`src/sv/correspondence_length_compatibility_top_assert.svh`:
```
// ----------------------------------------------------------------------------
// Assertion macros for the correspondence length compatibility block
// Concurrent checks that can be compiled out with ASSERT_OFF.
// ----------------------------------------------------------------------------
`ifndef CORRESPONDENCE_LENGTH_COMPATIBILITY_TOP_ASSERT_SVH
`define CORRESPONDENCE_LENGTH_COMPATIBILITY_TOP_ASSERT_SVH
`ifndef ASSERT_OFF
`define CLC_ASSERT(lbl, clk, rst_n, prop, msg) \
  lbl: assert property (@(posedge clk) disable iff (!rst_n) prop) else $error(msg);
`define CLC_ASSERT_ALWAYS(lbl, clk, prop, msg) \
  lbl: assert property (@(posedge clk) prop) else $error(msg);
`else
`define CLC_ASSERT(lbl, clk, rst_n, prop, msg)
`define CLC_ASSERT_ALWAYS(lbl, clk, prop, msg)
`endif
`endif

```
`src/sv/clc_pkg.sv`:
```
// ----------------------------------------------------------------------------
// clc_pkg
// Shared widths, constants and types of the length compatibility pipeline.
// ----------------------------------------------------------------------------
package clc_pkg;

  localparam int COORD_W   = 32;
  localparam int SCORE_FB  = 16;
  localparam int SCORE_W   = SCORE_FB + 1;
  localparam int RES_W     = 31;
  localparam int DEN_W     = RES_W + 4;
  localparam int SQ_W      = 2 * COORD_W;
  localparam int ROOT_W    = COORD_W;
  localparam int T_W       = 27;
  localparam int X_W       = 35;
  localparam int QF        = 30;
  localparam int TERMS     = 17;
  localparam int N_W       = 5;
  localparam int POW_STG   = 31;
  localparam logic [RES_W-1:0] RES_RESET = RES_W'(655);

  typedef struct packed {
    logic zero;
    logic one;
  } clc_flag_t;

  function automatic logic [QF:0] exp_neg_one();
    logic [63:0] term;
    logic [63:0] pos;
    logic [63:0] neg;
    term = 64'd1 << QF;
    pos  = 64'd1 << QF;
    neg  = 64'd0;
    for (int k = 1; k <= TERMS; k++) begin
      term = ((term * (64'd1 << QF)) >> QF) / 64'(k);
      if (k % 2 == 1) begin
        neg = neg + term;
      end else begin
        pos = pos + term;
      end
    end
    return (pos >= neg) ? (QF+1)'(pos - neg) : '0;
  endfunction

  localparam logic [QF:0] EXP_NEG_ONE = exp_neg_one();

endpackage

```
`src/sv/clc_sqrt.sv`:
```
// ----------------------------------------------------------------------------
// clc_sqrt
// Pipelined floor square root, one result bit per register stage.
// ----------------------------------------------------------------------------
module clc_sqrt (
  input  logic                        clk,
  input  logic                        rst_n,
  input  logic                        en,
  input  logic                        in_valid,
  input  logic [clc_pkg::SQ_W-1:0]    rad,
  output logic                        out_valid,
  output logic [clc_pkg::ROOT_W-1:0]  root
);

  localparam int RW = clc_pkg::ROOT_W + 3;

  typedef struct packed {
    logic [RW-1:0]               rem;
    logic [clc_pkg::ROOT_W-1:0]  root;
    logic [clc_pkg::SQ_W-1:0]    rad;
  } sq_stage_t;

  sq_stage_t st_r [clc_pkg::ROOT_W+1];
  logic      v_r  [clc_pkg::ROOT_W+1];

  always_comb begin
    st_r[0] = '{rem: '0, root: '0, rad: rad};
    v_r[0]  = in_valid;
  end

  for (genvar g = 0; g < clc_pkg::ROOT_W; g++) begin : g_stage
    sq_stage_t st_nxt;
    logic [RW-1:0] rem_sh;
    logic [RW-1:0] trial;

    always_comb begin
      rem_sh = {st_r[g].rem[RW-3:0], st_r[g].rad[clc_pkg::SQ_W-1 -: 2]};
      trial  = {1'b0, st_r[g].root, 2'b01};
      st_nxt.rad = {st_r[g].rad[clc_pkg::SQ_W-3:0], 2'b00};
      if (rem_sh >= trial) begin
        st_nxt.rem  = rem_sh - trial;
        st_nxt.root = {st_r[g].root[clc_pkg::ROOT_W-2:0], 1'b1};
      end else begin
        st_nxt.rem  = rem_sh;
        st_nxt.root = {st_r[g].root[clc_pkg::ROOT_W-2:0], 1'b0};
      end
    end

    always_ff @(posedge clk) begin
      if (!rst_n) begin
        v_r[g+1] <= 1'b0;
      end else if (en) begin
        v_r[g+1] <= v_r[g];
      end
    end

    always_ff @(posedge clk) begin
      if (en) begin
        st_r[g+1] <= st_nxt;
      end
    end
  end

  assign out_valid = v_r[clc_pkg::ROOT_W];
  assign root      = st_r[clc_pkg::ROOT_W].root;

endmodule

```
`config.mk`:
```
export PLATFORM = sky130hd
export DESIGN_NAME = clc_sqrt
export DESIGN_NICKNAME = d
export VERILOG_FILES = /design/src/sv/correspondence_length_compatibility_top_assert.svh /design/src/sv/clc_pkg.sv /design/src/sv/clc_sqrt.sv
export SDC_FILE = /design/constraint.sdc
export NUM_CORES = 2
export LEC_CHECK = 0
export ABC_CLOCK_PERIOD_IN_PS = 7900
export BUFFER_PORTS_ARGS = -buffer_cell sky130_fd_sc_hd__buf_4
export CELL_PAD_IN_SITES_DETAIL_PLACEMENT = 0
export CELL_PAD_IN_SITES_GLOBAL_PLACEMENT = 2
export CORE_MARGIN = 3
export CORE_UTILIZATION = 49
export DETAILED_ROUTE_END_ITERATION = 8
export PLACE_DENSITY_LB_ADDON = 0.1
export SLEW_MARGIN = 20
export SYNTH_ARGS = -nofsm -noshare
export SYNTH_HDL_FRONTEND = slang
export SYNTH_SLANG_ARGS = --single-unit
```
`constraint.sdc`:
```
create_clock -name clk -period 7.9 [get_ports clk]
set_input_delay 0.395 -clock clk [delete_from_list [all_inputs] [get_ports clk]]
set_output_delay 0.395 -clock clk [all_outputs]
set_load 0.02 [all_outputs]
```
---- Word level (Yosys, flattened, before mapping) ----
Index checks and enable logic that the tools add are counted.
storage, ports and cells
  bits in registers ....................... 3041
  input port bits ......................... 68
  output and inout bits ................... 33
operators by class
  order comparisons ....................... 32
  muxes and demuxes ....................... 32
  add/sub/neg operators ................... 31
operator list
  operator             count
  $mux 65              30
  $ge 35x34->1         31
  $sub 33x33->33       30
  $mux 34              1
  $sub 2x1->3 const B  1
  $ge 2x1->1 const B   1
  $mux 1               1

---- Longest topological paths before layout ----
  depth in word-level cells ............... 2
  mapped depth ............................ 14
  gate-level depth less buffers ........... 13

---- Worst setup path before layout ----
No wires, ideal clock.
  path type ............................... flip-flop to flip-flop
  start point ............................. reg st_r, in the netlist g_stage[24].rem_sh[7]
  end point ............................... reg st_r, in the netlist g_stage[25].rem_sh[12] (data pin)
  period minus slack after synthesis ...... 3.342 ns
  required time ........................... 7.630 ns
  slack ................................... 4.558 ns
  arrival time ............................ 3.071 ns
  cell stages (with the launch flop) ...... 13
  path buffers ............................ 1
  path through ............................ edfxtp_1 -> ha_1 -> a211o_1 -> a21oi_1 -> or4b_1 -> a221oi_2 -> o21bai_1 -> a31o_2 -> nor3b_2 -> inv_2 -> clkbuf_1 -> nor2_1 -> a21oi_1
RTL lines
  element                          line            text
  start, declared                  clc_sqrt.sv:23  sq_stage_t st_r [clc_pkg::ROOT_W+1];
  start signal, assigned by index  clc_sqrt.sv:59  st_r[g+1] <= st_nxt;

==> qor.yml <==
clock_network:
  cts_tree: "yes"
  cts_setup_buffers: 0
  clk_pin_slew_ns: 0.06
  cts_buffers: 290
  cts.sink_count: 2527
  clk_latency_ns: 0.91
  cts_resized: 0
  cts-root-buf: "clkbuf_16"
  ctsLongestPathBuffers: 4
  htreeDepth: 5
setup_path:
  arrival_ns: 4.92
  crit_path_start_kind: "flip-flop"
  crit_family: "compound AO/OA/AOI/OAI gates"
  path_buf_inv: 2
  path_cells: "ha_1 > a21oi_1 > o21ai_0 > nand4_1 > a21oi_1 > o31a_1 > a21o_1 > nor4b_2 > buf_4 > inv_1 > a31o_2"
  path_max_fanout: 46
  worstSetupPathType: "flip-flop to flip-flop"
  cpMaxStageDelayCell: "nor4b_2"
  max_stage_delay_ns: 0.83
  cp-end-kind: "flip-flop"
  required_ns: 8.51
  cp_common_cell: "a21oi_1"
pwr:
  power.density_nw_per_um2: 295
  leakage_nw: 50.5
  p_total_mw: 39.0
  peakVddDrop_mv: 0.217
sta:
  period_share_pct: 54.6
  worst-slew-pin-transition_ns: 1.06
  skew_ns: 0.0866
  maxSlewHeadroom_pct: 29.2
  setup_tns_ns: 0
  drv_slew: 0
  fin_crit_ns: 4.32
  grt_setup_unrepaired: "no"
  timing.hold.ws_ns: 0.0177
  max_freq_mhz: 232
  setup_viol: 0
  fin_ws_ns: 3.58
  hold_viol: 0
floorplanning:
  core_um2: 239000
  dieHeight_um: 497
  boundaryPins: 101
  die_w_um: 497
  die_area_um2: 247000
  start_util_pct: 49.4
  row_count: 179
placement:
  placed_area_um2: 123000
  port_buffers: 100
  dp_hpwl_um: 188000
  placedCellCount: 12300
  gp_congestion: 0.863
  place_ws_ns: 3.57
drt:
  drc_errors: 0
  finalWirelength_um: 261000
  num_vias: 70200
  postRouteAntennaNets: 0
  drt_iter0_markers: 4497
  dr.pass1.iters: 5
  vias_per_cell: 5.46
  routedWlPerCell_um: 20.3
yosys:
  ys_seq_area_share_pct: 64.1
  yosys_warnings: 0
  netlist_area_um2: 118000
  synth_flop_cell: "edfxtp_1"
  synthArstFlopShare_pct: 0
  syn_inst: 9122
  syn_avg_cell_area_um2: 12.9
  synth_fp_nets: 9751
  synth-edff-count: 2495
  synth_seq_cells: 2527
  netlist-cell-type-count: 104
global_routing:
  grt_pass1_wl_um: 404000
  grt_util_all_layers_pct: 20.9
  grt_max_degree: 177
  globalRouteOverflowTotal: 0
  grt_pass1_vias: 69900
  grt_antenna_before_repair: 5
cells_and_area:
  layout.nets: 10100
  fin_area_um2: 132000
  area_growth_pct: 12.1
  fin_util_pct: 55.4
  layout.cells.most_common: "edfxtp_1"
  final_cell_mix: "edfxtp_1, inv_1, nor2_1, nand2_1, ha_1"
  final_cell_count_no_fill: 12900
  layout-drive-gt1-share_pct: 8.01
min_path:
  worstHoldPathType: "input port to flip-flop"
run:
  drv_cap: 0
status:
  run_status: "finished clean"
-- flip-flops by register name, indices dropped and copies added, names as in the netlist --
signal,cells
g_stage.rem_sh,1037
g_stage.st_nxt,930
g_stage.trial,496
out_valid,1
v_r,31
root,32
-- cells in the mapped netlist, types with 49 or more instances --
cell type | number | area [um2]
ha_1 | 561 | 7020
nor2b_1 | 110 | 688
clkbuf_1 | 146 | 548
nor2_1 | 604 | 2270
and3_1 | 53 | 332
xor2_1 | 391 | 3420
xnor2_1 | 405 | 3550
edfxtp_1 | 2495 | 74900
nand2b_1 | 116 | 726
mux2_2 | 107 | 1200
o21a_1 | 113 | 848
nand4_1 | 86 | 538
nor3_1 | 260 | 1300
a21o_1 | 229 | 1720
a211oi_1 | 57 | 428
o31ai_1 | 58 | 435
or4_1 | 61 | 458
inv_1 | 706 | 2650
mux2i_1 | 49 | 490
a31oi_1 | 51 | 319
nor4_1 | 97 | 607
nand2_1 | 572 | 2150
or3_1 | 91 | 569
nand3_1 | 141 | 706
o21ai_0 | 413 | 2070
a21oi_1 | 554 | 2770
-- metal layers --
layer	vias to the layer above	part of all wire, %	GRT usage (%)
li1	34500	-	-
met3	456	3.0	2.40
met5	-	0	0
met4	0	3.8	7.45
met1	34100	43	27.3
met2	1169	50	36.2
-- power breakdown --
part           switching [mW]  internal, mW
Clock                    5.14          7.44
Combinational            4.73          3.45
Sequential               1.26          16.9
-- worst reg2reg max path: cells and delay by family, from the launching register on --
kind	cells	cell delay, ns
compound gates	6	1.42
simple gates	2	1.02
fa+ha+maj	1	0.36
flops	1	0.39
buf+inv	2	0.89
-- layout make-up --
class	instances	area (um2)
diodes	28	70.1
clock buffers	361	7700
clock inverters	139	1200
fillers	19900	107000
inverters	712	2670
multi-input cells	5704	39100
flip-flops and latches	2527	75600
well taps	3167	3960
repair buffers	220	1960
-- logic make-up after synthesis --
group	after synthesis	share of synthesized area, %
multiplexers	156	1.44
other	1	0.00318
buffers and inverters	891	2.87
AO/OA/AOI/OAI	1797	9.65
flip-flops	2527	64.1
AND/OR/NAND/NOR	2393	10.1
XOR/XNOR	796	5.91
adder cells (fa/ha/maj)	561	5.95
-- final timing paths --
path                          start                     end  slack, ns  cells past startpoint
min reg2reg  g_stage[15].st_nxt[47]  g_stage[16].st_nxt[49]       0.38                      0
max reg2reg   g_stage[27].rem_sh[6]  g_stage[28].rem_sh[34]       3.58                     11
max           g_stage[27].rem_sh[6]  g_stage[28].rem_sh[34]       3.58                     11
min                              en   g_stage[1].st_nxt[28]       0.02                      1
-- what timing repair did --
action	4_1_cts	5_1_grt
hold endpoints to repair	97	0
hold buffers	68	0
endpoints found under the setup margin	0	0
Note: power is estimated with default switching activity, not from simulation.
